===== src/hdl/fmtsc_pkg.sv =====
`timescale 1ns / 1ps

package fmtsc_pkg;

   // Frame and field sizes
   localparam int FRAME_BITS = 45;
   localparam int FRAME_W    = 64;
   localparam int CNT_W      = $clog2(FRAME_BITS + 1);
   localparam int CMD_W      = 3;
   localparam int FREQ_W     = 21;
   localparam int VOL_W      = 4;
   localparam int STAT_W     = 8;
   localparam int KIND_W     = 2;
   localparam int IDX_W      = 6;

   // Divide by 160: shift right by 5, then multiply by the reciprocal of 5
   localparam int DIV_SHIFT   = 5;
   localparam int QUO_W       = FREQ_W - DIV_SHIFT;
   localparam int PROD_W      = 2 * QUO_W;
   localparam int RECIP_SHIFT = 18;
   localparam int STEP_W      = PROD_W - RECIP_SHIFT;
   localparam logic [QUO_W-1:0] RECIP_FIVE = QUO_W'(52429);

   // Tuning word and frame template
   localparam int WORD_W = 16;
   localparam logic [STEP_W-1:0] STEP_MIN  = STEP_W'(8800);
   localparam logic [WORD_W-1:0] WORD_BASE = 16'h4d1c;
   localparam logic [FRAME_W-1:0] FRAME_TEMPLATE = 64'hc480402c10080000;
   localparam int WORD_LO_POS = 47;
   localparam int WORD_HI_POS = 38;
   localparam int STEREO_POS  = 31;

   // Status codes reported by the card
   localparam logic [STAT_W-1:0] STAT_STEREO = 8'hcf;
   localparam logic [STAT_W-1:0] STAT_MONO_A = 8'hdf;
   localparam logic [STAT_W-1:0] STAT_MONO_B = 8'hef;

   // Queue depths
   localparam int JOB_DEPTH   = 2;
   localparam int JOB_PTR_W   = $clog2(JOB_DEPTH);
   localparam int JOB_CNT_W   = $clog2(JOB_DEPTH + 1);
   localparam int RES_DEPTH   = 2;
   localparam int RES_PTR_W   = $clog2(RES_DEPTH);
   localparam int RES_CNT_W   = $clog2(RES_DEPTH + 1);

   typedef enum logic [CMD_W-1:0] {
      CMD_SET_FREQ   = 3'd0,
      CMD_SET_VOLUME = 3'd1,
      CMD_MUTE       = 3'd2,
      CMD_UNMUTE     = 3'd3,
      CMD_SET_STEREO = 3'd4,
      CMD_CLASSIFY   = 3'd5
   } command_type;

   typedef enum logic [KIND_W-1:0] {
      KIND_BIT     = 2'd0,
      KIND_SILENCE = 2'd1,
      KIND_VOLUME  = 2'd2,
      KIND_STATUS  = 2'd3
   } kind_type;

   // The closing result of a job (sound or status)
   typedef struct packed {
      kind_type          kind;
      logic [VOL_W-1:0]  vcode;
      logic              sig;
      logic              st;
   } tail_type;

   // One job passed from the front to the back
   typedef struct packed {
      logic                is_tune;
      logic [FRAME_W-1:0]  frame;
      tail_type            tail;
   } job_type;

   typedef struct packed {
      kind_type          kind;
      logic [IDX_W-1:0]  bit_index;
      logic              serial_bit;
      logic [VOL_W-1:0]  volume_code;
      logic              signal_present;
      logic              stereo_detected;
      logic              last;
   } result_type;

   // Silence when muted or at level zero, otherwise write level minus one
   function automatic tail_type sound_tail(logic muted, logic [VOL_W-1:0] level);
      tail_type t;
      t = '0;
      if (muted || (level == '0)) begin
         t.kind = KIND_SILENCE;
      end else begin
         t.kind  = KIND_VOLUME;
         t.vcode = level - VOL_W'(1);
      end
      return t;
   endfunction

   // Compare two status samples
   function automatic tail_type status_tail(logic [STAT_W-1:0] s1, logic [STAT_W-1:0] s2);
      tail_type t;
      logic     same;
      t      = '0;
      same   = (s1 == s2);
      t.kind = KIND_STATUS;
      t.sig  = same && ((s1 == STAT_STEREO) || (s1 == STAT_MONO_A) || (s1 == STAT_MONO_B));
      t.st   = same && (s1 == STAT_STEREO);
      return t;
   endfunction

endpackage


===== src/hdl/fmtsc_front.sv =====
`timescale 1ns / 1ps

module fmtsc_front (
   input  logic                              clock,
   input  logic                              reset,
   input  logic                              req_push,
   output logic                              req_full,
   input  logic [fmtsc_pkg::CMD_W-1:0]       req_command,
   input  logic [fmtsc_pkg::FREQ_W-1:0]      req_frequency,
   input  logic [fmtsc_pkg::VOL_W-1:0]       req_volume,
   input  logic                              req_stereo_mode,
   input  logic [fmtsc_pkg::STAT_W-1:0]      req_status_first,
   input  logic [fmtsc_pkg::STAT_W-1:0]      req_status_second,
   output logic                              job_valid,
   input  logic                              job_ready,
   output fmtsc_pkg::job_type                job_data
);

   typedef struct packed {
      logic                          is_tune;
      logic [fmtsc_pkg::QUO_W-1:0]   quo;
      logic                          stereo;
      fmtsc_pkg::tail_type           tail;
   } stage_a_type;

   typedef struct packed {
      logic                          is_tune;
      logic [fmtsc_pkg::STEP_W-1:0]  steps;
      logic                          stereo;
      fmtsc_pkg::tail_type           tail;
   } stage_b_type;

   // Card state
   logic [fmtsc_pkg::VOL_W-1:0]  volume_level_ff, volume_level_in;
   logic                         muted_ff, muted_in;
   logic                         stereo_ff, stereo_in;
   logic [fmtsc_pkg::FREQ_W-1:0] tuned_freq_ff, tuned_freq_in;

   // Pipeline stages
   logic         a_valid_ff, a_valid_in;
   stage_a_type  a_ff, a_in;
   logic         b_valid_ff, b_valid_in;
   stage_b_type  b_ff, b_in;

   logic         accept;
   logic         advance_a;
   logic         advance_b;
   logic         cls_valid;
   stage_a_type  cls;
   fmtsc_pkg::command_type cmd;

   logic [fmtsc_pkg::PROD_W-1:0] product;
   logic [fmtsc_pkg::STEP_W-1:0] steps_clamped;
   logic [fmtsc_pkg::WORD_W-1:0] word;

   // Stall handshake: move forward whenever the next stage has room
   assign advance_b = !b_valid_ff || job_ready;
   assign advance_a = !a_valid_ff || advance_b;
   assign req_full  = !advance_a;
   assign accept    = req_push && !req_full;
   assign cmd       = fmtsc_pkg::command_type'(req_command);

   // Classify the item and update the card state
   always_comb begin
      volume_level_in = volume_level_ff;
      muted_in        = muted_ff;
      stereo_in       = stereo_ff;
      tuned_freq_in   = tuned_freq_ff;
      cls_valid       = 1'b0;
      cls             = '0;
      unique case (cmd)
         fmtsc_pkg::CMD_SET_FREQ: begin
            tuned_freq_in = req_frequency;
            cls_valid     = (req_frequency != '0);
            cls.is_tune   = 1'b1;
            cls.quo       = req_frequency[fmtsc_pkg::FREQ_W-1:fmtsc_pkg::DIV_SHIFT];
            cls.stereo    = stereo_ff;
            cls.tail      = fmtsc_pkg::sound_tail(muted_ff, volume_level_ff);
         end
         fmtsc_pkg::CMD_SET_VOLUME: begin
            volume_level_in = req_volume;
            cls_valid       = !muted_ff;
            cls.tail        = fmtsc_pkg::sound_tail(1'b0, req_volume);
         end
         fmtsc_pkg::CMD_MUTE: begin
            muted_in  = 1'b1;
            cls_valid = 1'b1;
            cls.tail  = fmtsc_pkg::sound_tail(1'b1, volume_level_ff);
         end
         fmtsc_pkg::CMD_UNMUTE: begin
            muted_in  = 1'b0;
            cls_valid = 1'b1;
            cls.tail  = fmtsc_pkg::sound_tail(1'b0, volume_level_ff);
         end
         fmtsc_pkg::CMD_SET_STEREO: begin
            stereo_in   = req_stereo_mode;
            cls_valid   = (tuned_freq_ff != '0);
            cls.is_tune = 1'b1;
            cls.quo     = tuned_freq_ff[fmtsc_pkg::FREQ_W-1:fmtsc_pkg::DIV_SHIFT];
            cls.stereo  = req_stereo_mode;
            cls.tail    = fmtsc_pkg::sound_tail(muted_ff, volume_level_ff);
         end
         fmtsc_pkg::CMD_CLASSIFY: begin
            cls_valid = 1'b1;
            cls.tail  = fmtsc_pkg::status_tail(req_status_first, req_status_second);
         end
         default: begin
         end
      endcase
      if (!accept) begin
         volume_level_in = volume_level_ff;
         muted_in        = muted_ff;
         stereo_in       = stereo_ff;
         tuned_freq_in   = tuned_freq_ff;
      end
   end

   // Stage A: hold classified item; stage B: hold step count from the multiplier
   always_comb begin
      a_valid_in = a_valid_ff;
      a_in       = a_ff;
      if (advance_a) begin
         a_valid_in = accept && cls_valid;
         a_in       = cls;
      end
      product    = fmtsc_pkg::PROD_W'(a_ff.quo) * fmtsc_pkg::PROD_W'(fmtsc_pkg::RECIP_FIVE);
      b_valid_in = b_valid_ff;
      b_in       = b_ff;
      if (advance_b) begin
         b_valid_in   = a_valid_ff;
         b_in.is_tune = a_ff.is_tune;
         b_in.steps   = product[fmtsc_pkg::PROD_W-1:fmtsc_pkg::RECIP_SHIFT];
         b_in.stereo  = a_ff.stereo;
         b_in.tail    = a_ff.tail;
      end
   end

   // Build the tuning word and frame
   always_comb begin
      steps_clamped = (b_ff.steps < fmtsc_pkg::STEP_MIN) ? fmtsc_pkg::STEP_MIN : b_ff.steps;
      word = fmtsc_pkg::WORD_W'({steps_clamped - fmtsc_pkg::STEP_MIN, 1'b0})
           + fmtsc_pkg::WORD_BASE;
      job_data         = '0;
      job_data.is_tune = b_ff.is_tune;
      job_data.tail    = b_ff.tail;
      if (b_ff.is_tune) begin
         job_data.frame = fmtsc_pkg::FRAME_TEMPLATE
            ^ (fmtsc_pkg::FRAME_W'(word[7:0]) << fmtsc_pkg::WORD_LO_POS)
            ^ (fmtsc_pkg::FRAME_W'(word[15:8]) << fmtsc_pkg::WORD_HI_POS)
            ^ (fmtsc_pkg::FRAME_W'(b_ff.stereo) << fmtsc_pkg::STEREO_POS);
      end
   end

   assign job_valid = b_valid_ff;

   // Control and state registers
   always_ff @(posedge clock) begin
      if (reset) begin
         volume_level_ff <= '0;
         muted_ff        <= 1'b0;
         stereo_ff       <= 1'b1;
         tuned_freq_ff   <= '0;
         a_valid_ff      <= 1'b0;
         b_valid_ff      <= 1'b0;
      end else begin
         volume_level_ff <= volume_level_in;
         muted_ff        <= muted_in;
         stereo_ff       <= stereo_in;
         tuned_freq_ff   <= tuned_freq_in;
         a_valid_ff      <= a_valid_in;
         b_valid_ff      <= b_valid_in;
      end
   end

   // Payload registers
   always_ff @(posedge clock) begin
      a_ff <= a_in;
      b_ff <= b_in;
   end

endmodule


===== src/hdl/fmtsc_job_queue.sv =====
`timescale 1ns / 1ps

module fmtsc_job_queue (
   input  logic                clock,
   input  logic                reset,
   input  logic                push_valid,
   output logic                push_ready,
   input  fmtsc_pkg::job_type  push_data,
   output logic                pop_valid,
   input  logic                pop_ready,
   output fmtsc_pkg::job_type  pop_data
);

   fmtsc_pkg::job_type                 mem_ff [fmtsc_pkg::JOB_DEPTH];
   logic [fmtsc_pkg::JOB_PTR_W-1:0]    wr_ff, wr_in;
   logic [fmtsc_pkg::JOB_PTR_W-1:0]    rd_ff, rd_in;
   logic [fmtsc_pkg::JOB_CNT_W-1:0]    count_ff, count_in;
   logic                               do_push;
   logic                               do_pop;

   assign push_ready = (count_ff != fmtsc_pkg::JOB_CNT_W'(fmtsc_pkg::JOB_DEPTH));
   assign pop_valid  = (count_ff != '0);
   assign pop_data   = mem_ff[rd_ff];
   assign do_push    = push_valid && push_ready;
   assign do_pop     = pop_valid && pop_ready;

   // Advance pointers and count
   always_comb begin
      wr_in    = wr_ff;
      rd_in    = rd_ff;
      count_in = count_ff;
      if (do_push) begin
         wr_in = (wr_ff == fmtsc_pkg::JOB_PTR_W'(fmtsc_pkg::JOB_DEPTH - 1)) ? '0
               : wr_ff + fmtsc_pkg::JOB_PTR_W'(1);
      end
      if (do_pop) begin
         rd_in = (rd_ff == fmtsc_pkg::JOB_PTR_W'(fmtsc_pkg::JOB_DEPTH - 1)) ? '0
               : rd_ff + fmtsc_pkg::JOB_PTR_W'(1);
      end
      if (do_push && !do_pop) begin
         count_in = count_ff + fmtsc_pkg::JOB_CNT_W'(1);
      end else if (do_pop && !do_push) begin
         count_in = count_ff - fmtsc_pkg::JOB_CNT_W'(1);
      end
   end

   always_ff @(posedge clock) begin
      if (reset) begin
         wr_ff    <= '0;
         rd_ff    <= '0;
         count_ff <= '0;
      end else begin
         wr_ff    <= wr_in;
         rd_ff    <= rd_in;
         count_ff <= count_in;
      end
   end

   // Write the entry
   always_ff @(posedge clock) begin
      if (do_push) begin
         mem_ff[wr_ff] <= push_data;
      end
   end

endmodule


===== src/hdl/fmtsc_back.sv =====
`timescale 1ns / 1ps

module fmtsc_back (
   input  logic                  clock,
   input  logic                  reset,
   input  logic                  job_valid,
   output logic                  job_ready,
   input  fmtsc_pkg::job_type    job_data,
   output logic                  rsp_empty,
   input  logic                  rsp_pop,
   output fmtsc_pkg::result_type rsp_item
);

   // Sequencer
   logic                             busy_ff, busy_in;
   fmtsc_pkg::job_type               cur_ff, cur_in;
   logic [fmtsc_pkg::CNT_W-1:0]      idx_ff, idx_in;
   logic                             produce;
   logic                             in_frame;
   logic                             finish;
   logic                             load;
   fmtsc_pkg::result_type            res;

   // Result queue
   fmtsc_pkg::result_type            res_mem_ff [fmtsc_pkg::RES_DEPTH];
   logic [fmtsc_pkg::RES_PTR_W-1:0]  res_wr_ff, res_wr_in;
   logic [fmtsc_pkg::RES_PTR_W-1:0]  res_rd_ff, res_rd_in;
   logic [fmtsc_pkg::RES_CNT_W-1:0]  res_count_ff, res_count_in;
   logic                             res_pop;

   assign produce   = busy_ff && (res_count_ff != fmtsc_pkg::RES_CNT_W'(fmtsc_pkg::RES_DEPTH));
   assign in_frame  = cur_ff.is_tune && (idx_ff != fmtsc_pkg::CNT_W'(fmtsc_pkg::FRAME_BITS));
   assign finish    = produce && !in_frame;
   assign job_ready = !busy_ff || finish;
   assign load      = job_valid && job_ready;

   // Form the current result: frame bits first, then the closing result
   always_comb begin
      res = '0;
      if (in_frame) begin
         res.kind       = fmtsc_pkg::KIND_BIT;
         res.bit_index  = fmtsc_pkg::IDX_W'(idx_ff);
         res.serial_bit = cur_ff.frame[fmtsc_pkg::FRAME_W-1];
      end else begin
         res.kind            = cur_ff.tail.kind;
         res.volume_code     = cur_ff.tail.vcode;
         res.signal_present  = cur_ff.tail.sig;
         res.stereo_detected = cur_ff.tail.st;
         res.last            = 1'b1;
      end
   end

   // Load a job, or shift the frame and advance the bit counter
   always_comb begin
      busy_in = busy_ff;
      cur_in  = cur_ff;
      idx_in  = idx_ff;
      if (load) begin
         busy_in = 1'b1;
         cur_in  = job_data;
         idx_in  = '0;
      end else begin
         if (finish) begin
            busy_in = 1'b0;
         end
         if (produce && in_frame) begin
            cur_in.frame = cur_ff.frame << 1;
            idx_in       = idx_ff + fmtsc_pkg::CNT_W'(1);
         end
      end
   end

   // Result queue pointers
   assign rsp_empty = (res_count_ff == '0);
   assign rsp_item  = res_mem_ff[res_rd_ff];
   assign res_pop   = rsp_pop && !rsp_empty;

   always_comb begin
      res_wr_in    = res_wr_ff;
      res_rd_in    = res_rd_ff;
      res_count_in = res_count_ff;
      if (produce) begin
         res_wr_in = (res_wr_ff == fmtsc_pkg::RES_PTR_W'(fmtsc_pkg::RES_DEPTH - 1)) ? '0
                   : res_wr_ff + fmtsc_pkg::RES_PTR_W'(1);
      end
      if (res_pop) begin
         res_rd_in = (res_rd_ff == fmtsc_pkg::RES_PTR_W'(fmtsc_pkg::RES_DEPTH - 1)) ? '0
                   : res_rd_ff + fmtsc_pkg::RES_PTR_W'(1);
      end
      if (produce && !res_pop) begin
         res_count_in = res_count_ff + fmtsc_pkg::RES_CNT_W'(1);
      end else if (res_pop && !produce) begin
         res_count_in = res_count_ff - fmtsc_pkg::RES_CNT_W'(1);
      end
   end

   always_ff @(posedge clock) begin
      if (reset) begin
         busy_ff      <= 1'b0;
         idx_ff       <= '0;
         res_wr_ff    <= '0;
         res_rd_ff    <= '0;
         res_count_ff <= '0;
      end else begin
         busy_ff      <= busy_in;
         idx_ff       <= idx_in;
         res_wr_ff    <= res_wr_in;
         res_rd_ff    <= res_rd_in;
         res_count_ff <= res_count_in;
      end
   end

   // Payload registers
   always_ff @(posedge clock) begin
      cur_ff <= cur_in;
      if (produce) begin
         res_mem_ff[res_wr_ff] <= res;
      end
   end

   // A freshly loaded job starts at the first frame bit
   a_load_start: assert property (@(posedge clock) disable iff (reset)
      load |=> (busy_ff && (idx_ff == '0)))
      else $error("job load did not restart the bit counter");

   // The bit counter holds while the result queue is full
   a_idx_hold: assert property (@(posedge clock) disable iff (reset)
      (busy_ff && !produce && !load) |=> $stable(idx_ff))
      else $error("bit counter moved during a stall");

   // An empty result queue has matching pointers
   a_res_ptrs: assert property (@(posedge clock) disable iff (reset)
      (res_count_ff == '0) |-> (res_rd_ff == res_wr_ff))
      else $error("result queue pointers out of step");

   // A serial bit never closes a job
   a_bit_not_last: assert property (@(posedge clock) disable iff (reset)
      (produce && in_frame) |=> !(res_mem_ff[$past(res_wr_ff)].last))
      else $error("serial bit result marked as last");

endmodule


===== src/hdl/fm_tuner_serial_command_unit.sv =====
`timescale 1ns / 1ps
// Channel   Ports                          Handshake
// -------   -----------------------------  --------------------------------
// request   req_command .. req_status_*    req_push && !req_full
// result    rsp_kind .. rsp_last           rsp_pop && !rsp_empty
//
// A tuning job yields FRAME_BITS + 1 results (46 by default), one per cycle while
// the result queue has room, from the back-end bit sequencer. Other commands
// yield at most one result. The front end takes one item per cycle while
// req_full is low; each item passes through the classify stage and the
// divide-by-160 multiplier stage on its way to the job queue.
// Synchronous reset: volume 0, unmuted, stereo allowed, no stored frequency.
// req_full rises once both front stages and the two-entry job queue are full.

module fm_tuner_serial_command_unit (
   input  logic                          clock,
   input  logic                          reset,
   input  logic                          req_push,
   output logic                          req_full,
   input  logic [fmtsc_pkg::CMD_W-1:0]   req_command,
   input  logic [fmtsc_pkg::FREQ_W-1:0]  req_frequency,
   input  logic [fmtsc_pkg::VOL_W-1:0]   req_volume,
   input  logic                          req_stereo_mode,
   input  logic [fmtsc_pkg::STAT_W-1:0]  req_status_first,
   input  logic [fmtsc_pkg::STAT_W-1:0]  req_status_second,
   output logic                          rsp_empty,
   input  logic                          rsp_pop,
   output logic [fmtsc_pkg::KIND_W-1:0]  rsp_kind,
   output logic [fmtsc_pkg::IDX_W-1:0]   rsp_bit_index,
   output logic                          rsp_serial_bit,
   output logic [fmtsc_pkg::VOL_W-1:0]   rsp_volume_code,
   output logic                          rsp_signal_present,
   output logic                          rsp_stereo_detected,
   output logic                          rsp_last
);

   logic                   fq_valid;
   logic                   fq_ready;
   fmtsc_pkg::job_type     fq_data;
   logic                   qb_valid;
   logic                   qb_ready;
   fmtsc_pkg::job_type     qb_data;
   fmtsc_pkg::result_type  rsp_item;

   // Accept and classify items
   fmtsc_front u_front (
      .clock             (clock),
      .reset             (reset),
      .req_push          (req_push),
      .req_full          (req_full),
      .req_command       (req_command),
      .req_frequency     (req_frequency),
      .req_volume        (req_volume),
      .req_stereo_mode   (req_stereo_mode),
      .req_status_first  (req_status_first),
      .req_status_second (req_status_second),
      .job_valid         (fq_valid),
      .job_ready         (fq_ready),
      .job_data          (fq_data)
   );

   // Decouple front and back
   fmtsc_job_queue u_job_queue (
      .clock      (clock),
      .reset      (reset),
      .push_valid (fq_valid),
      .push_ready (fq_ready),
      .push_data  (fq_data),
      .pop_valid  (qb_valid),
      .pop_ready  (qb_ready),
      .pop_data   (qb_data)
   );

   // Emit results
   fmtsc_back u_back (
      .clock     (clock),
      .reset     (reset),
      .job_valid (qb_valid),
      .job_ready (qb_ready),
      .job_data  (qb_data),
      .rsp_empty (rsp_empty),
      .rsp_pop   (rsp_pop),
      .rsp_item  (rsp_item)
   );

   assign rsp_kind            = rsp_item.kind;
   assign rsp_bit_index       = rsp_item.bit_index;
   assign rsp_serial_bit      = rsp_item.serial_bit;
   assign rsp_volume_code     = rsp_item.volume_code;
   assign rsp_signal_present  = rsp_item.signal_present;
   assign rsp_stereo_detected = rsp_item.stereo_detected;
   assign rsp_last            = rsp_item.last;

endmodule

===== config.mk =====
export PLATFORM = sky130hd
export DESIGN_NAME = fm_tuner_serial_command_unit
export DESIGN_NICKNAME = d
export VERILOG_FILES = /design/src/hdl/fmtsc_pkg.sv /design/src/hdl/fmtsc_front.sv /design/src/hdl/fmtsc_job_queue.sv /design/src/hdl/fmtsc_back.sv /design/src/hdl/fm_tuner_serial_command_unit.sv
export SDC_FILE = /design/constraint.sdc
export NUM_CORES = 1
export LEC_CHECK = 0
export ABC_AREA = 1
export BUFFER_PORTS_ARGS = -buffer_cell sky130_fd_sc_hd__buf_2
export CAP_MARGIN = 10
export CELL_PAD_IN_SITES_DETAIL_PLACEMENT = 2
export CELL_PAD_IN_SITES_GLOBAL_PLACEMENT = 2
export CORE_MARGIN = 5
export CORE_UTILIZATION = 40
export CTS_BUF_LIST = sky130_fd_sc_hd__clkbuf_4
export DETAILED_ROUTE_END_ITERATION = 8
export HOLD_SLACK_MARGIN = 0.08
export PLACE_DENSITY_LB_ADDON = 0.25
export SYNTH_ARGS = -nofsm -noshare
export SYNTH_HDL_FRONTEND = slang
export SYNTH_HIERARCHICAL = 1
export SYNTH_SLANG_ARGS = --single-unit

===== constraint.sdc =====
create_clock -name clock -period 6.2 [get_ports clock]
set_input_delay 1.24 -clock clock [delete_from_list [all_inputs] [get_ports clock]]
set_output_delay 1.24 -clock clock [all_outputs]
set_load 0.02 [all_outputs]

---- Word level (Yosys, flattened, before mapping) ----
Memory sizes are Yosys's and may differ from the RTL's. A register that Yosys moved wholly into a read port is not among the register bits.
Index checks and enable logic that the tools add are counted.
storage, ports and cells
  flip-flop bits (word level) ............. 167
  memories ................................ 2
  bits in latches ......................... 0
  bits in writable memories ............... 178
  memory bits (read-only) ................. 0
  input bits .............................. 49
  output and inout port bits .............. 18
memory list
  name                depth  bits a word  rd ports  clocked after memory_dff  write ports  RTL line               source
  u_job_queue.mem_ff  2      73           1         1                         1            fmtsc_job_queue.sv:14  fmtsc_pkg::job_type mem_ff [fmtsc_pkg::JOB_DEPTH];
  u_back.res_mem_ff   2      16           1         1                         1            fmtsc_back.sv:25       fmtsc_pkg::result_type res_mem_ff [fmtsc_pkg::RES_DEPTH];
operators by class
  add/subtract/negate cells ............... 13
  eq/ne operators ......................... 12
  multipliers ............................. 1
  bitwise logic cells ..................... 2
  divide/modulo/power cells ............... 0
  shift-type cells ........................ 0
  mux-type cells .......................... 35
  reduce and logical (&&, ||, !) cells .... 51
  order comparisons ....................... 1
operators with widths
  kind                      number
  $mux W64                  3
  $xor A64 B32 Y64          1
  $xor A64 B46 Y64          1
  $reduce_bool A21 Y1       2
  $pmux W8 S5               1
  $pmux W18 S2              1
  $mul A16 B16 Y32 const B  1
  $eq A8 B8 Y1 const B      3
  $add A15 B15 Y16 const B  1
  $mux W2                   8
  $logic_and A1 B1 Y1       15
  $lt A14 B14 Y1 const B    1
  $mux W1                   14
  $mux W14                  1
  $mux W7                   2
  $sub A14 B14 Y14 const B  1
  $mux W4                   3
  $reduce_bool A2 Y1        6
  $logic_not A1 Y1          11
  $eq A8 B8 Y1              1
  $logic_not A4 Y1          2
  $reduce_and A2 Y1         4
  $sub A4 B1 Y4 const B     2
  $add A6 B1 Y6 const B     1
  15 further kinds          29

---- Depth between registers and ports, before layout ----
  word-level depth ........................ 9
  gate-level depth with buffers ........... 21
  depth with buffers taken out ............ 21

---- Modules after synthesis ----
The synthesis kept the hierarchy.
modules (own cells, without submodules)
  module           instances  area an instance (um^2)  cells each
  fmtsc_front      1          9242.6                   1086
  fmtsc_job_queue  1          5859.4                   264
  fmtsc_back       1          5028.6                   458

---- Worst setup path before layout ----
OpenSTA, ideal clock, no wires.
  kind .................................... reg2reg
  from .................................... register u_front/a_ff[16] (netlist bit)
  to ...................................... register u_front/b_ff[16] (netlist bit), data pin
  stages on the path, launching flop included .. 18
  path buffers ............................ 0
  setup slack ............................. 1.341 ns
  arrival ................................. 4.601 ns
  cells stage by stage .................... edfxtp_1 > ha_1 > inv_1 > fa_1 > inv_1 > fa_1 > fa_1 > fa_1 > fa_1 > ha_1 > nand2_1 > inv_1 > nand2_1 > nor3_1 > nand4_1 > nand3_1 > a21oi_1 > xnor2_1
on the way
  cells in the longest elaborated chain, start to end .. 1
RTL lines
  what                          RTL line            source
  from (decl)                   fmtsc_front.sv:41   stage_a_type a_ff, a_in;
  from (signal assigned)        fmtsc_front.sv:177  a_ff <= a_in;
  $mul A16 B16 Y32              fmtsc_front.sv:126  product = fmtsc_pkg::PROD_W'(a_ff.quo) * fmtsc_pkg::PROD_W'(fmtsc_pkg::RECIP_FIVE);
  via u_front.product, one bit  fmtsc_front.sv:52   logic [fmtsc_pkg::PROD_W-1:0] product;
  to (signal assigned)          fmtsc_front.sv:178  b_ff <= b_in;
  to (decl)                     fmtsc_front.sv:43   stage_b_type b_ff, b_in;
The timed path passes the listed nets, and every way through them passes these cells.
A chain may end at the register's enable or synchronous reset.

---- Final worst setup path ----
  from .................................... register u_front/a_ff[15] (netlist bit)
  to ...................................... register u_front/b_ff[16] (netlist bit), data pin
Same word-level chain as after synthesis.

==> flow_summary.json <==
{
  "outcome": "complete, no violations",
  "synth_flop_cell": "edfxtp_1",
  "wl_per_cell_um": 20.4,
  "post_cts_resized": 0,
  "cts-hold-fix-buffers": 0,
  "routabilityCongestion": 0.918,
  "synth_top_area_cell": "edfxtp_1",
  "synth.distinct_cells": 51,
  "clockBufferDepth": 3,
  "reg2reg_setup_slack_ns": 0.70,
  "final_cells": 2669,
  "synth-compound-area-share_pct": 5.44,
  "synthArstFlopShare_pct": 0,
  "synth_edf_count": 301,
  "muxShareOfSynthArea_pct": 6.28,
  "final_net_count": 2190,
  "syn_inst": 1808,
  "yosys.area_share.simple_pct": 11.7,
  "rows": 82,
  "worstMarginPinSlew_ns": 0.946,
  "clk_latency_ns": 0.83,
  "htreeDepth": 3,
  "numCtsBuffers": 95,
  "routed-via-count": 13259,
  "finalCritPeriodShare_pct": 88.6,
  "slew_headroom_pct": 36.8,
  "drv_slew": 0,
  "cts.sinks": 347,
  "setup_viol": 0,
  "total_power_mw": 7.74,
  "dieArea_mm2": 0.0549,
  "p_leak_nw": 10.0,
  "via_per_inst": 4.97,
  "grt_pass1_vias": 15466,
  "hp-class": "reg -> reg",
  "worst-path-max-fanout": 5,
  "fmaxAchievable_mhz": 182,
  "min_period_ns": 5.50,
  "cp-end-kind": "flip-flop",
  "fin_hold_ws_ns": 0.407,
  "first_pass_iters": 5,
  "rsz0062_at_grt": "no",
  "crit_arrival_ns": 6.05,
  "initial_core_util_pct": 40.3,
  "port_buffers": 66,
  "syn_avg_cell_area_um2": 11.1,
  "critPathLaunchType": "flip-flop",
  "worst_r2r_path_depth": 17,
  "drive_gt1_share_pct": 18.5,
  "routed_wl_um": 54600,
  "skew_ns": 0.0542,
  "grt_pass1_wl_um": 85500,
  "path_clk_slew_ns": 0.07,
  "synth_top_family_by_area": "adder cells",
  "drcViolationCount": 0,
  "synth_area_leaders": "edfxtp_1 (45%), ha_1 (8.8%), fa_1 (7.9%)",
  "required_ns": 6.76,
  "die_x_um": 234,
  "place_hpwl_um": 40600,
  "place_inst": 2496,
  "whs_path_depth": 0,
  "synth-seq-area-share_pct": 49.5,
  "hold_violations": 0,
  "antenna_found_initial": 1,
  "post-cts-setup-buffers": 0,
  "finalSetupTns_ns": 0,
  "die_h_um": 234,
  "crit_type": "reg -> reg",
  "synthAdderAreaFrac_pct": 16.6,
  "cts_tree": "yes",
  "root_buffer": "clkbuf_4",
  "max-cap-violations": 0,
  "powerDensity_mw_per_mm2": 350,
  "grt-ovfl-total": 0,
  "yosys.area_share.xor_xnor_pct": 1.26,
  "yosys_warnings": 6,
  "drtAntennaViolNets": 0,
  "ys_ff_latch": 347,
  "grt_usage_pct": 20.2,
  "synth_top_area_share_pct": 44.9,
  "design.core.area_mm2": 0.0500,
  "peakVddDrop_v": 0.000182,
  "syn_to_final_growth_pct": 9.75,
  "grt_max_degree": 68,
  "drtIter0Drc": 508,
  "io_pins": 67,
  "syn_area_mm2": 0.0201
}
-- cells by family after synthesis --
kind of cell	Yosys count
AOI/OAI and AO/OA	193
xor gates and xnor gates	29
adders and majority gates	220
buffers and inverters	386
DFF	347
muxes	89
other	1
and+or+nand+nor	543
-- final timing paths --
path,endpoint,startpoint
hold reg to reg,u_front/job_data[7],u_front/a_ff[7]
hold / removal,u_front/job_data[7],u_front/a_ff[7]
setup / recovery,u_front/b_ff[16],u_front/a_ff[15]
setup reg to reg,u_front/b_ff[16],u_front/a_ff[15]
-- through the flow --
step | utilization (%) | area (um^2) | setup slack [ns]
5_1_grt | 44.2 | 22100 | 0.353
4_1_cts | 44.2 | 22100 | 0.640
6_report | 44.2 | 22100 | 0.704
2_1_floorplan | - | 20300 | 1.34
3_3_place_gp | 41.6 | 20800 | 0.756
3_5_place_dp | 41.6 | 20800 | 0.706
-- per-layer routing --
layer | vias to the layer above | part of all wire [%] | track usage (%)
met4 | 0 | 2.7 | 7.12
met1 | 6676 | 41 | 23.7
met5 | - | 0 | 0
met2 | 221 | 53 | 37.0
met3 | 93 | 3.1 | 3.57
li1 | 6269 | - | -
-- sequential cells by signal, summed over array words and instances (netlist names), 2 cells and up, named ones only --
name and count:
u_job_queue/mem_ff 146, u_back/cur_ff 73, u_back/res_mem_ff 32, u_front/a_ff 26
u_front/tuned_freq_ff 21, u_front/b_ff 15, u_front/job_data 9, u_back/idx_ff 6
u_front/volume_level_ff 4, u_back/res_count_ff 2, u_job_queue/count_ff 2
-- critical path, cell delays in order (launching register included) --
cell,delay [ns]
edfxtp_1,0.50
ha_1,0.38
inv_1,0.13
fa_1,0.58
inv_1,0.07
fa_1,0.51
fa_1,0.52
fa_1,0.52
fa_1,0.44
ha_1,0.41
nand2_1,0.14
inv_1,0.08
nand2_1,0.07
nor3_1,0.34
nand4_1,0.15
nand3_1,0.17
a21oi_1,0.11
xnor2_1,0.15
-- report_power, final --
part           switching [mW]  total, mW  internal (mW)
clock network           0.993       2.23           1.24
logic                    1.41       2.10          0.697
registers               0.219       3.40           3.18
total                    2.62       7.74           5.12
-- cells in the mapped netlist (8+ instances only) --
| master | number |
|---|---|
| nand2_1 | 290 |
| a21oi_1 | 84 |
| xnor2_1 | 14 |
| dfxtp_1 | 46 |
| nor2_1 | 98 |
| fa_1 | 79 |
| clkbuf_1 | 13 |
| ha_1 | 141 |
| buf_4 | 63 |
| o21ai_0 | 58 |
| nor4_1 | 8 |
| inv_1 | 281 |
| nand2_2 | 11 |
| nand4_1 | 15 |
| edfxtp_1 | 301 |
| nand3_1 | 92 |
| o22ai_1 | 10 |
| mux2_2 | 19 |
| xor2_1 | 15 |
| mux2_4 | 70 |
| buf_2 | 9 |
| nor3_1 | 11 |
-- cell type report --
cell class / instances / area (um^2)
diodes: 1 / 2.50
clock buffers: 154 / 1160
clock inverters: 18 / 159
fillers: 5241 / 27900
inverters: 287 / 1080
multi-input cells: 1112 / 8470
flip-flops and latches: 347 / 9960
well taps: 672 / 841
repair buffers: 78 / 420
-- placed cells by master (no fill, tap or decap), types with 11 or more instances in the layout --
| cell type | synthesis | layout |
|---|---|---|
| nor2_1 | 98 | 96 |
| xnor2_1 | 14 | 14 |
| nand2_1 | 290 | 288 |
| buf_2 | 9 | 66 |
| mux2_2 | 19 | 19 |
| nor3_1 | 11 | 11 |
| mux2_4 | 70 | 70 |
| edfxtp_1 | 301 | 301 |
| a21oi_1 | 84 | 84 |
| nand4_1 | 15 | 15 |
| conb_1 | 1 | 38 |
| ha_1 | 141 | 141 |
| buf_4 | 63 | 12 |
| xor2_1 | 15 | 15 |
| o21ai_0 | 58 | 58 |
| clkbuf_4 | 0 | 154 |
| dfxtp_1 | 46 | 45 |
| nand3_1 | 92 | 92 |
| nand2_2 | 11 | 13 |
| fa_1 | 79 | 79 |
| inv_1 | 281 | 281 |
| clkinv_1 | 0 | 11 |
(Power assumes the default switching activity.)
